### src/rtl/smcs_pkg.sv
// shared types, codes and helpers of the scan match candidate scorer
package smcs_pkg;

	// parameter defaults
	localparam int unsigned GRID_SIDE_DEF  = 256;
	localparam int unsigned MAX_POINTS_DEF = 1024;

	// field widths
	localparam int unsigned COORD_W    = 10;
	localparam int unsigned CELL_W     = 8;
	localparam int unsigned DIM_W      = 9;
	localparam int unsigned SCORE_W    = 17;
	localparam int unsigned RAW_W      = 18;
	localparam int unsigned ADDR_MAX_W = 24;
	localparam int unsigned QSTEP_W    = 5;
	localparam int unsigned CFG_IDX_W  = 2;

	// command queue depth
	localparam int unsigned QUEUE_DEPTH = 4;
	localparam int unsigned QPTR_W      = 2;

	// saturation limit of the raw sum
	localparam logic [RAW_W-1:0] RAW_MAX = '1;

	// function codes of an input item
	localparam logic [1:0] FUNC_GRID_WR = 2'd0;
	localparam logic [1:0] FUNC_APPEND  = 2'd1;
	localparam logic [1:0] FUNC_CLEAR   = 2'd2;
	localparam logic [1:0] FUNC_SCORE   = 2'd3;

	// configuration register indexes
	localparam logic [CFG_IDX_W-1:0] CFG_WIDTH  = 2'd0;
	localparam logic [CFG_IDX_W-1:0] CFG_HEIGHT = 2'd1;

	// one classified command in the queue
	typedef struct packed {
		logic [1:0]               op;
		logic [ADDR_MAX_W-1:0]    addr;
		logic signed [COORD_W-1:0] cx;
		logic signed [COORD_W-1:0] cy;
		logic [CELL_W-1:0]        value;
	} cmd_t;

	// position inside 0 .. lim-1
	function automatic logic in_bounds(input logic signed [COORD_W:0] pos,
		input logic [DIM_W-1:0] lim);
		in_bounds = !pos[COORD_W] && (pos[COORD_W-1:0] < {1'b0, lim});
	endfunction

	// row-major cell address
	function automatic logic [ADDR_MAX_W-1:0] grid_addr(input logic [DIM_W-1:0] row,
		input logic [DIM_W-1:0] col, input int unsigned side);
		grid_addr = ADDR_MAX_W'(row) * ADDR_MAX_W'(side) + ADDR_MAX_W'(col);
	endfunction

endpackage

### src/rtl/smcs_front.sv
// front end: decodes an input item into a queue command
module smcs_front #(
	parameter int unsigned GRID_SIDE = smcs_pkg::GRID_SIDE_DEF
) (
	input  logic [1:0]                          func,
	input  logic signed [smcs_pkg::COORD_W-1:0] coord_x,
	input  logic signed [smcs_pkg::COORD_W-1:0] coord_y,
	input  logic [smcs_pkg::CELL_W-1:0]         cell_value,
	input  logic [smcs_pkg::DIM_W-1:0]          eff_w,
	input  logic [smcs_pkg::DIM_W-1:0]          eff_h,
	output smcs_pkg::cmd_t                      cmd,
	output logic                                keep
);

	logic wr_inb;

	// bounds check and address of a grid write
	always_comb begin
		wr_inb = smcs_pkg::in_bounds({coord_x[smcs_pkg::COORD_W-1], coord_x}, eff_w) &&
			smcs_pkg::in_bounds({coord_y[smcs_pkg::COORD_W-1], coord_y}, eff_h);
		cmd.op    = func;
		cmd.addr  = smcs_pkg::grid_addr(coord_y[smcs_pkg::DIM_W-1:0],
			coord_x[smcs_pkg::DIM_W-1:0], GRID_SIDE);
		cmd.cx    = coord_x;
		cmd.cy    = coord_y;
		cmd.value = cell_value;
	end

	// out-of-range grid writes are dropped here
	always_comb begin
		unique case (func)
			smcs_pkg::FUNC_GRID_WR: keep = wr_inb;
			smcs_pkg::FUNC_APPEND:  keep = 1'b1;
			smcs_pkg::FUNC_CLEAR:   keep = 1'b1;
			smcs_pkg::FUNC_SCORE:   keep = 1'b1;
			default:                keep = 1'b0;
		endcase
	end

endmodule

### config.mk
export PLATFORM = sky130hd
export DESIGN_NAME = smcs_front
export DESIGN_NICKNAME = d
export VERILOG_FILES = /design/src/rtl/smcs_pkg.sv /design/src/rtl/smcs_front.sv
export SDC_FILE = /design/constraint.sdc
export NUM_CORES = 1
export LEC_CHECK = 0
export ABC_CLOCK_PERIOD_IN_PS = 1180
export BUFFER_PORTS_ARGS = -buffer_cell sky130_fd_sc_hd__buf_2
export CAP_MARGIN = 40
export CORE_MARGIN = 2
export CORE_UTILIZATION = 32
export DETAILED_ROUTE_END_ITERATION = 7
export PLACE_DENSITY = 0.88
export SKIP_LAST_GASP = 1
export SLEW_MARGIN = 5
export SYNTH_ARGS = -nofsm -noshare
export SYNTH_HDL_FRONTEND = slang
export SYNTH_SLANG_ARGS = --single-unit
### constraint.sdc
create_clock -name vclk -period 1.18
set_input_delay 0.118 -clock vclk [all_inputs]
set_output_delay 0.118 -clock vclk [all_outputs]
set_load 0.05 [all_outputs]
==> metrics.txt <==
Ports=103; Tot GR Track Use=0.136; Synth Area in Simple Gates=0.121; WP data arrival=1410 ps; storage element area=0 um^2; Final Slew Violations=0; GP Congestion=0.731; fmax=653 MHz; Critical Path End Type=output port; largest family of logic cells by synthesized area=buffers and inverters; Post-Synth Adder-Cell Area=0.250; Final period util=1.30; critical path peak fanout=2; Post-Place Setup Slack=-536 ps; Pre-Repair DR Iteration Count=4; placed insts=211; # setup viols final=8; largest net degree at the start of global routing=6; Worst VDD drop=0.000324 V; critical path class=input port to output port; vias in the first global route=889; WL per Instance=10.7 um; Die X=57.0 um; Mapped Area=900 um^2; status=finished with violations; die height=57.0 um; synth warn=0; max cap viols=0; Final WS setup=-352 ps; core area=2710 um^2; dpl hpwl=1.98 mm; register area share after synthesis=0; final hold violation count=0; Synth-to-Final Area Change=68.4%; RSZ-0062 raised after global routing=yes; Syn Inst Count=119; Finished Layout Cells=212; Crit path required time=1060 ps; global-route wire length before repair=3.68 mm; Iter 0 DRT Violations=13; drt drc=0; diodes inserted=0; post-synthesis compound-gate area fraction=0.122; post-route ant nets=0; Final #Nets=249; global route total overflow=0; Final min period=1530 ps; failing checks=setup timing; Hold Crit Class=input port to output port; pwr/cell area=525 nW/um^2; via count=929; WHS Endpoint=cmd[1]; Hold Path Cell Cnt=0; hold buffers post-CTS=0; Netlist cell types=26; mux cell area share after synthesis=0; Syn Area/Cell=7.56 um^2; Initial Util=0.332; Synth Area in XOR/XNOR=0.0682; final setup TNS=-1170 ps; die area=3250 um^2; Final Routed Wirelength=2.26 mm; IO Port Bufs=81; Startpoint Class=input port; DR vias/cell=4.38; Hold Crit Start=cell_value[1]; leakage=0.000857 uW; layout cells sized above 1=0.696; initial antenna violation count=0; row cnt=19; CLK BUF=0; flip-flop and latch count=0
## worst max-delay path by stage
stage	startpoint	end
2_1_floorplan	coord_x[8]	cmd[41]
3_3_place_gp	eff_h[7]	keep
3_5_place_dp	eff_h[7]	keep
4_1_cts	coord_y[3]	keep
5_1_grt	coord_y[3]	keep
6_report	coord_y[3]	keep
## kinds of logic after synthesis
kind of cell,Yosys count
xor+xnor,7
other cells,1
simple gates,18
buf+inv,60
compound gates,15
fa+ha+maj,18
## critical path, stage by stage
cell,delay [ps]
buf_2,110
ha_1,290
a21o_1,130
a211oi_2,60
o21ai_1,80
o21ai_1,100
o41a_4,360
buf_8,160
## cell type report
cell class | count | area [um^2]
inverters | 16 | 72.6
multi-input cells | 64 | 749
fillers | 248 | 1190
well taps | 31 | 38.8
repair buffers | 101 | 654
## repair_timing
action,CTS,global route
endpoints found under the hold margin,0,0
endpoints found under the setup margin,8,9
pin swaps,11,7
setup buffers,1,1
resized for setup,38,11
## synthesized netlist by cell type
cell type	n	area share
a211oi_1	1	0.0083
a211oi_2	1	0.014
a21o_1	3	0.025
a21oi_1	2	0.011
a311oi_1	1	0.0097
a41oi_1	1	0.0097
and3_1	2	0.014
and3b_1	1	0.0097
buf_4	44	0.37
conb_1	1	0.0042
ha_1	18	0.25
inv_1	16	0.067
nand2_1	3	0.013
nand2b_1	1	0.0070
nand2b_4	1	0.015
nand3_1	5	0.028
nand4b_1	1	0.0097
nor2_1	2	0.0083
nor4_1	1	0.0070
nor4b_1	1	0.0097
o2111ai_1	1	0.0097
o21ai_0	2	0.011
o21ai_1	2	0.011
o41a_1	1	0.013
xnor2_1	3	0.029
xor2_1	4	0.039
## layer usage
metal  global-route usage  up-vias  wire length (um)
li1                     -      473                 -
met1                0.139      414               774
met2                0.286       40              1280
met3               0.0136        2               180
met4               0.0299        0                21
met5                    0        -                 0
## power by group
group / switching [uW] / total [uW] / internal (uW)
Clock: 0 / 0 / 0
Sequential: 0 / 0 / 0
Combinational: 519 / 795 / 276
Total: 519 / 795 / 276
## cell usage in the layout, fill, tap and decap left out, types with 2 or more instances in the layout
cell      count
buf_2        70
a21o_1        3
o21ai_1       4
nand3_4       3
inv_1        14
a21oi_1       2
a211oi_2      2
xor2_4        2
buf_4        16
conb_1        6
nand3_1       2
and3_4        2
ha_4          4
buf_6        11
buf_8         4
ha_1         14
xnor2_2       2
nor2_4        2
nand2_4       2
## metrics by stage
| stage | util | area, um^2 | total power, uW | hold slack (ps) |
|---|---|---|---|---|
| after floorplan | - | 1070 | 659 | 351 |
| after global placement | 0.496 | 1340 | 726 | 236 |
| after detailed placement | 0.496 | 1340 | 736 | 236 |
| after CTS | 0.546 | 1480 | 787 | 236 |
| after global routing | 0.559 | 1520 | 848 | 236 |
| final | 0.559 | 1520 | 795 | 236 |
(Power assumes the default switching activity.)
