--- src/rtl/smcs_pkg.sv ---
// shared types, codes and helpers of the scan match candidate scorer
package smcs_pkg;

	// parameter defaults
	localparam int unsigned GRID_SIDE_DEF  = 256;
	localparam int unsigned MAX_POINTS_DEF = 1024;

	// field widths
	localparam int unsigned COORD_W    = 10;
	localparam int unsigned CELL_W     = 8;
	localparam int unsigned DIM_W      = 9;
	localparam int unsigned SCORE_W    = 17;
	localparam int unsigned RAW_W      = 18;
	localparam int unsigned ADDR_MAX_W = 24;
	localparam int unsigned QSTEP_W    = 5;
	localparam int unsigned CFG_IDX_W  = 2;

	// command queue depth
	localparam int unsigned QUEUE_DEPTH = 4;
	localparam int unsigned QPTR_W      = 2;

	// saturation limit of the raw sum
	localparam logic [RAW_W-1:0] RAW_MAX = '1;

	// function codes of an input item
	localparam logic [1:0] FUNC_GRID_WR = 2'd0;
	localparam logic [1:0] FUNC_APPEND  = 2'd1;
	localparam logic [1:0] FUNC_CLEAR   = 2'd2;
	localparam logic [1:0] FUNC_SCORE   = 2'd3;

	// configuration register indexes
	localparam logic [CFG_IDX_W-1:0] CFG_WIDTH  = 2'd0;
	localparam logic [CFG_IDX_W-1:0] CFG_HEIGHT = 2'd1;

	// one classified command in the queue
	typedef struct packed {
		logic [1:0]               op;
		logic [ADDR_MAX_W-1:0]    addr;
		logic signed [COORD_W-1:0] cx;
		logic signed [COORD_W-1:0] cy;
		logic [CELL_W-1:0]        value;
	} cmd_t;

	// position inside 0 .. lim-1
	function automatic logic in_bounds(input logic signed [COORD_W:0] pos,
		input logic [DIM_W-1:0] lim);
		in_bounds = !pos[COORD_W] && (pos[COORD_W-1:0] < {1'b0, lim});
	endfunction

	// row-major cell address
	function automatic logic [ADDR_MAX_W-1:0] grid_addr(input logic [DIM_W-1:0] row,
		input logic [DIM_W-1:0] col, input int unsigned side);
		grid_addr = ADDR_MAX_W'(row) * ADDR_MAX_W'(side) + ADDR_MAX_W'(col);
	endfunction

endpackage

--- src/rtl/smcs_queue.sv ---
// short command queue between front end and back end
module smcs_queue (
	input  logic           clk,
	input  logic           arst_n,
	input  logic           push,
	input  smcs_pkg::cmd_t push_cmd,
	output logic           full,
	input  logic           pop,
	output logic           head_valid,
	output smcs_pkg::cmd_t head_cmd
);

	smcs_pkg::cmd_t                entries_q [smcs_pkg::QUEUE_DEPTH];
	logic [smcs_pkg::QPTR_W-1:0]   wr_ptr_q;
	logic [smcs_pkg::QPTR_W-1:0]   rd_ptr_q;
	logic [smcs_pkg::QPTR_W:0]     fill_q;

	assign full       = fill_q == (smcs_pkg::QPTR_W+1)'(smcs_pkg::QUEUE_DEPTH);
	assign head_valid = fill_q != '0;
	assign head_cmd   = entries_q[rd_ptr_q];

	// entry storage
	always_ff @(posedge clk) begin
		if (push) begin
			entries_q[wr_ptr_q] <= push_cmd;
		end
	end

	// pointers and fill level
	always_ff @(posedge clk or negedge arst_n) begin
		if (!arst_n) begin
			wr_ptr_q <= '0;
			rd_ptr_q <= '0;
			fill_q   <= '0;
		end else begin
			if (push) begin
				wr_ptr_q <= wr_ptr_q + 1'b1;
			end
			if (pop) begin
				rd_ptr_q <= rd_ptr_q + 1'b1;
			end
			if (push && !pop) begin
				fill_q <= fill_q + 1'b1;
			end else if (pop && !push) begin
				fill_q <= fill_q - 1'b1;
			end
		end
	end

	// queue discipline
	a_no_push_full: assert property (@(posedge clk) disable iff (!arst_n)
		push |-> !full || pop) else $error("push into full queue");
	a_no_pop_empty: assert property (@(posedge clk) disable iff (!arst_n)
		pop |-> head_valid) else $error("pop from empty queue");
	a_fill_bound: assert property (@(posedge clk) disable iff (!arst_n)
		fill_q <= (smcs_pkg::QPTR_W+1)'(smcs_pkg::QUEUE_DEPTH))
		else $error("queue fill level beyond depth");

endmodule

--- config.mk ---
export PLATFORM = sky130hd
export DESIGN_NAME = smcs_queue
export DESIGN_NICKNAME = d
export VERILOG_FILES = /design/src/rtl/smcs_pkg.sv /design/src/rtl/smcs_queue.sv
export SDC_FILE = /design/constraint.sdc
export NUM_CORES = 1
export LEC_CHECK = 0
export BUFFER_PORTS_ARGS = -buffer_cell sky130_fd_sc_hd__clkbuf_2
export CAP_MARGIN = 20
export CORE_UTILIZATION = 57
export DETAILED_ROUTE_END_ITERATION = 16
export PLACE_DENSITY = 0.82
export SLEW_MARGIN = 20
export SYNTH_ARGS = -nofsm -noshare
export SYNTH_HDL_FRONTEND = slang
export SYNTH_SLANG_ARGS = --single-unit
--- constraint.sdc ---
create_clock -name clk -period 2.5 [get_ports clk]
set_input_delay 0.25 -clock clk [delete_from_list [all_inputs] [get_ports clk]]
set_output_delay 0.25 -clock clk [all_outputs]
set_load 0.05 [all_outputs]
==> impl_results.md, run 1 <==
* CTS tree: done
* Count of pins over their slew limit at 0
* Die Y-Extent at between 100 and 150 microns
* Layout fillers at between 700 and 800
* Crit path arrival time at 2.03 ns
* Clk sinks at roughly 220
* Antenna diodes at 0
* Share of the synthesized area in the top cell type at approximately 80%
* Post-synthesis simple-gate area fraction at less than 1%
* GRT Util Overall at around a fifth
* Syn Nets at 380
* Core outline area at 13,900 sq um
* Syn Inst Count at 316
* Top post-synthesis cells by area: edfxtp_1 79%, mux4_2 15%, dfrtp_1 2.1%, ha_1 0.76%, buf_6 0.69%
* RSZ-0062 raised after global routing: false
* DRC at 0
* Register area share after synthesis at about 81%
* Ports at 114
* Final TNS setup at 0 ns
* R2R setup slack at a little under 0.8 ns
* WL/cell at around 21 microns
* Initial DRC count at approximately 230
* Ys Warns at 0
* Layout cell share with drive strength beyond 1 at 41.1%
* Final Critical Period at ~2.3 ns
* Max IR drop VDD at 0.773 mV
* Crit. End Element: output port
* Largest net degree at the start of global routing at 48
* Final WL at 14,800 microns
* Clk slew on worst S/H paths at 0.06 ns
* Setup-failing EPs final at 0
* Pleak at 0.00364 uW
* # H-tree levels at 1
* First-pass GRT wire length at roughly 23,000 microns
* Commonest non-fill, non-tap cell in the layout: edfxtp_1
* CP startpoint kind: flip-flop
* Mux contribution to synthesized area at 15.0%
* Clk_skew at around 0.0043 ns
* Synth Area in Adders at 1.01%
* Detailed placement HPWL at about 8700 microns
* Status: completed
* Max Buffers Root-to-Sink at 3
* Largest family of logic cells by synthesized area: multiplexers
* CTS Buf Count at 22
* Final number of hold-violating endpoints at 0
* FF+latch count, synth at about 220
* Critical Path Fanout Max at 25
* Cts repair resizes at 0
* Worst path max stage delay at between 0.5 and 0.6 ns
* I/O Buffers at 113
* Die W at approximately 120 microns
* Site Rows at 43
* CP required at between 2 and 2.5 ns
* Top cell type by total area after synthesis: edfxtp_1
* Post-place setup slack at about 0.51 ns
* Synthesized area per cell at approximately 26 sq um
* Root Driver: clkbuf_16
* Relative slew margins at 67.5%
* Vias/cell at approximately 5.5
* F_max at between 0.4 and 0.5 GHz
* Starting Density at roughly three fifths
* Via count at a little under 4k
* Vias in the first global route at approximately 4.3k
* Post-Synth XOR/XNOR Area at less than 1%
* Unique masters post-synth at 18
* Final worst-path cycle share at between 90% and 100%
* Setup ws final at about 0.22 ns
* Layout Nets at around 580
* Worst hold path type: input port to flip-flop
* Worst skew pair latency at ~0.49 ns
* Crit path cell chain: buf_12 -> mux4_2 -> clkbuf_2
* DRT Pass-1 Iters at 4
* Worst-Margin Slew at around 0.49 ns
* Synthesized cell area at between 8000 and 9000 sq um
* Critical path type: flip-flop to output port
* Worst-path cell with the longest stage delay: mux4_2
* Post-route ant nets at 0
* Layout area overhead at 25.5%
* Post-synthesis compound-gate area fraction at less than 1%
* Grt total ovfl at 0
* Total Die Area at approximately 15,000 sq um
* Max cap viols at 0
* Routability cong. at 0.693
* Initial antenna violation count at 0
* PwrDens at between 1000 and 1500 nW/um^2
* Most frequent cells in the layout: 216 x edfxtp_1, 113 x clkbuf_2, 56 x dlygate4sd3_1
## cell type report
class	count	area (sq um)	area share [%]
inverter	4	15.0	0.146
clock buffer	25	562	5.47
timing repair buffer	183	1280	12.5
tap	180	225	2.19
sequential	223	6670	64.9
clock inverter	13	100	0.974
multi-input combinational	77	1420	13.8
## stage by stage
| step | instances | area, sq um | power (uW) | hold WS, ns | utilization (%) |
|---|---|---|---|---|---|
| after detailed placement | 608 | 9030 | 10300 | 0.0943 | 64.8 |
| after global placement | 608 | 9030 | 10200 | 0.0954 | 64.8 |
| after global routing | 705 | 10300 | 13800 | 0.0577 | 73.7 |
| final | 705 | 10300 | 13300 | 0.0441 | 73.7 |
| after floorplan | 316 | 8190 | 9170 | -0.0456 | - |
| after CTS | 705 | 10300 | 13400 | 0.0263 | 73.7 |
## sequential cells by signal (all words and copies together) (netlist names)
signal	count
entries_q	216
fill_q	3
rd_ptr_q	2
wr_ptr_q	2
## logic make-up (layout without fill, tap and decap cells)
| kind of cell | Yosys count | after routing |
|---|---|---|
| xor+xnor | 6 | 6 |
| buf+inv | 16 | 225 |
| flops | 223 | 223 |
| simple gates | 9 | 9 |
| fa+ha+maj | 6 | 6 |
| compound gates | 1 | 1 |
| mux | 55 | 55 |
## repair_timing
item / in CTS / in global routing
setup endpoints to repair: 10 / 0
hold endpoints to repair: 224 / 0
hold buffers: 56 / 0
buffers inserted: 3 / 0
## metal layers
layer	wire [microns]	GRT usage [%]
met5	0	0
met4	225	6.87
met3	812	4.21
met2	7920	35.8
met1	5860	26.6
## final timing paths
check | end | startpoint | cells after the start
setup / recovery | head_cmd[17] | rd_ptr_q[0] | 3
hold / removal | wr_ptr_q[0] | push | 2
setup reg to reg | entries_q[1][3] | wr_ptr_q[1] | 4
hold reg to reg | fill_q[2] | fill_q[2] | 1
max in group asynchronous | rd_ptr_q[0] | arst_n | 2
min in group asynchronous | rd_ptr_q[0] | arst_n | 2
## report_power, final
group	switching, uW	internal, uW	leakage (uW)
Sequential	245	4900	0.00206
Clock	1290	1720	0.000323
Combinational	3510	1620	0.00125
Total	5050	8240	0.00364
## worst max-delay path: cells and delay by family, from the launching register on
family	cells	cell delay, ns
buf+inv	2	0.49
mux	1	0.54
flops	1	0.48
## Yosys cell counts
master,instances
mux4_2,54
buf_2,6
xor2_1,4
dfrtp_1,7
inv_1,4
buf_4,1
nor3b_1,1
nor2_1,1
ha_1,5
buf_6,5
edfxtp_1,216
fa_1,1
nand2_1,2
and2_1,4
or3_1,1
o21ai_0,1
mux2_2,1
xnor2_1,2
(Power assumes the default switching activity.)
==> run 2, diff against run 1 <==
--- a/config.mk
+++ b/config.mk
@@ -9,8 +9,9 @@
 export CAP_MARGIN = 20
 export CORE_UTILIZATION = 57
 export DETAILED_ROUTE_END_ITERATION = 16
-export PLACE_DENSITY = 0.82
+export PLACE_DENSITY = 0.79
 export SLEW_MARGIN = 20
 export SYNTH_ARGS = -nofsm -noshare
 export SYNTH_HDL_FRONTEND = slang
 export SYNTH_SLANG_ARGS = --single-unit
+export TNS_END_PERCENT = 100
==> impl_results.md, run 2 (synthesis gave the netlist of run 1 again) <==
* Crit. End Element: output port
* Total Die Area at around 15,000 sq um
* Power Total at between 10,000 and 15,000 uW
* DRC at 0
* Post-route ant nets at 0
* Die Y-Extent at roughly 120 microns
* Final Critical Period at roughly 2.3 ns
* Clk_skew at 0.00748 ns
* Layout Nets at 575
* CP startpoint kind: flip-flop
* Ports at 114
* CP required at around 2.3 ns
* Starting Density at about three fifths
* Commonest non-fill, non-tap cell in the layout: edfxtp_1
* Logic pwr share at 38.7%
* Most frequent cells in the layout: 216 x edfxtp_1, 113 x clkbuf_2, 55 x dlygate4sd3_1
* Biggest regs: entries_q: 216 flops, fill_q: 3 flops
* F_max at approximately 0.44 GHz
* Layout cell share with drive strength beyond 1 at between 40 and 50%
* Area of the multi-input gates at between 1000 and 1500 sq um
* Clk slew on worst S/H paths at roughly 0.06 ns
* Crit path arrival time at between 2 and 2.5 ns
* Count of pins over their slew limit at 0
* Vias in the first global route at slightly above 4k
* Root Driver: clkbuf_16
* Final WL at 14,500 microns
* Initial DRC count at 319
* PwrDens at 1300 nW/um^2
* GRT Util Overall at 20.5%
* Pleak at between 0.003 and 0.004 uW
* Sequential share of power at 38.5%
* Grt total ovfl at 0
* CTS Buf Count at 22
* Die W at 122 microns
* Final number of hold-violating endpoints at 0
* Relative slew margins at between 50% and 60%
* Setup-failing EPs final at 0
* WL/cell at between 20 and 25 microns
* Routability cong. at about 0.73
* Largest Register: entries_q
* DRT Pass-1 Iters at 6
* RSZ-0062 raised after global routing: false
* Clock share of power at a little under a quarter
* Initial antenna violation count at 1
* CTS tree: done
* Worst hold path type: input port to flip-flop
* Pint at ~8400 uW
* FF/Latch Area at about 6700 sq um
* Layout fillers at approximately 780
* Switching share of power at between 30% and 40%
* Critical Path Fanout Max at 43
* Psw at roughly 5000 uW
* Status: completed
* Largest net degree at the start of global routing at 44
* First-pass GRT wire length at 22,400 microns
* Post-Route Utilization at between 70 and 80%
* Clk sinks at 223
* Max cap viols at 0
* I/O Buffers at ~110
* Max Buffers Root-to-Sink at 3
* Site Rows at 43
* Final TNS setup at 0 ns
* # H-tree levels at 1
* Detailed placement HPWL at 8530 microns
* Core outline area at approximately 14,000 sq um
* Worst skew pair latency at 0.49 ns
* Layout area overhead at 26.2%
* Critical path type: flip-flop to output port
* Max reg flops at 216
* Via count at 3,952
* Min Hold Slack at 0.0320 ns
* Final worst-path cycle share at approximately nine tenths
* Max IR drop VDD at 0.829 mV
* Cts repair resizes at 0
* Vias/cell at 5.61
* Worst-Margin Slew at between 0.6 and 0.7 ns
## run 2: cell types whose count changed in the layout (fill, tap and decap cells not counted), moves of 2 or more
| cell | change |
|---|---|
| clkinvlp_4 | +2 |
| buf_4 | -4 |
| clkinv_1 | -3 |
| clkbuf_1 | +2 |
| buf_12 | +4 |
## run 2: power groups by stage
stage	Sequential, uW	Clock [uW]	Combinational, uW
2_1_floorplan	5120	0	4060
3_3_place_gp	5270	0	4990
3_5_place_dp	5330	0	5040
4_1_cts	5210	3110	5190
5_1_grt	5220	3260	5470
6_report	5160	3050	5190
## run 2: final timing paths
path | startpoint | end | slack, ns | depth (start not counted)
max | rd_ptr_q[1] | head_cmd[53] | 0.20 | 3
min | push_cmd[15] | entries_q[0][15] | 0.03 | 1
max reg2reg | wr_ptr_q[0] | entries_q[0][42] | 0.76 | 4
min reg2reg | wr_ptr_q[0] | wr_ptr_q[0] | 0.54 | 1
max in group asynchronous | arst_n | rd_ptr_q[0] | 2.16 | 2
min in group asynchronous | arst_n | rd_ptr_q[0] | 0.14 | 2
## run 2: cell type report
class | count | area share, %
clock buffers | 28 | 5.75
multi-input cells | 77 | 13.8
well taps | 180 | 2.18
diodes | 1 | 0.0242
inverters | 4 | 0.145
repair buffers | 183 | 12.9
flip-flops and latches | 223 | 64.5
clock inverters | 9 | 0.678
## run 2: critical path, cell delays in order (launching register included)
cell and delay (ns):
dfrtp_2 0.59, buf_12 0.31, mux4_2 0.38, clkbuf_2 0.26
## run 2: layer usage
| metal | GRT usage [%] | vias up | routed length [microns] |
|---|---|---|---|
| met1 | 28.0 | 2069 | 5850 |
| met2 | 33.9 | 124 | 7570 |
| met4 | 6.17 | 0 | 312 |
| li1 | - | 1736 | - |
| met3 | 3.84 | 23 | 796 |
| met5 | 0 | - | 0 |
## run 2: timing repair
action                     CTS  global route
hold buffers                55             0
setup endpoints to repair   36             1
hold endpoints to repair   219             0
setup buffers                1             3
cloned                       0             0
## run 2: per-stage QoR
stage	instance area [sq um]	worst slack, ns	cells
after detailed placement	9080	0.425	608
final	10300	0.203	705
after floorplan	8190	0.186	316
after CTS	10300	0.0492	701
after global routing	10300	0.118	705
after global placement	9080	0.427	608
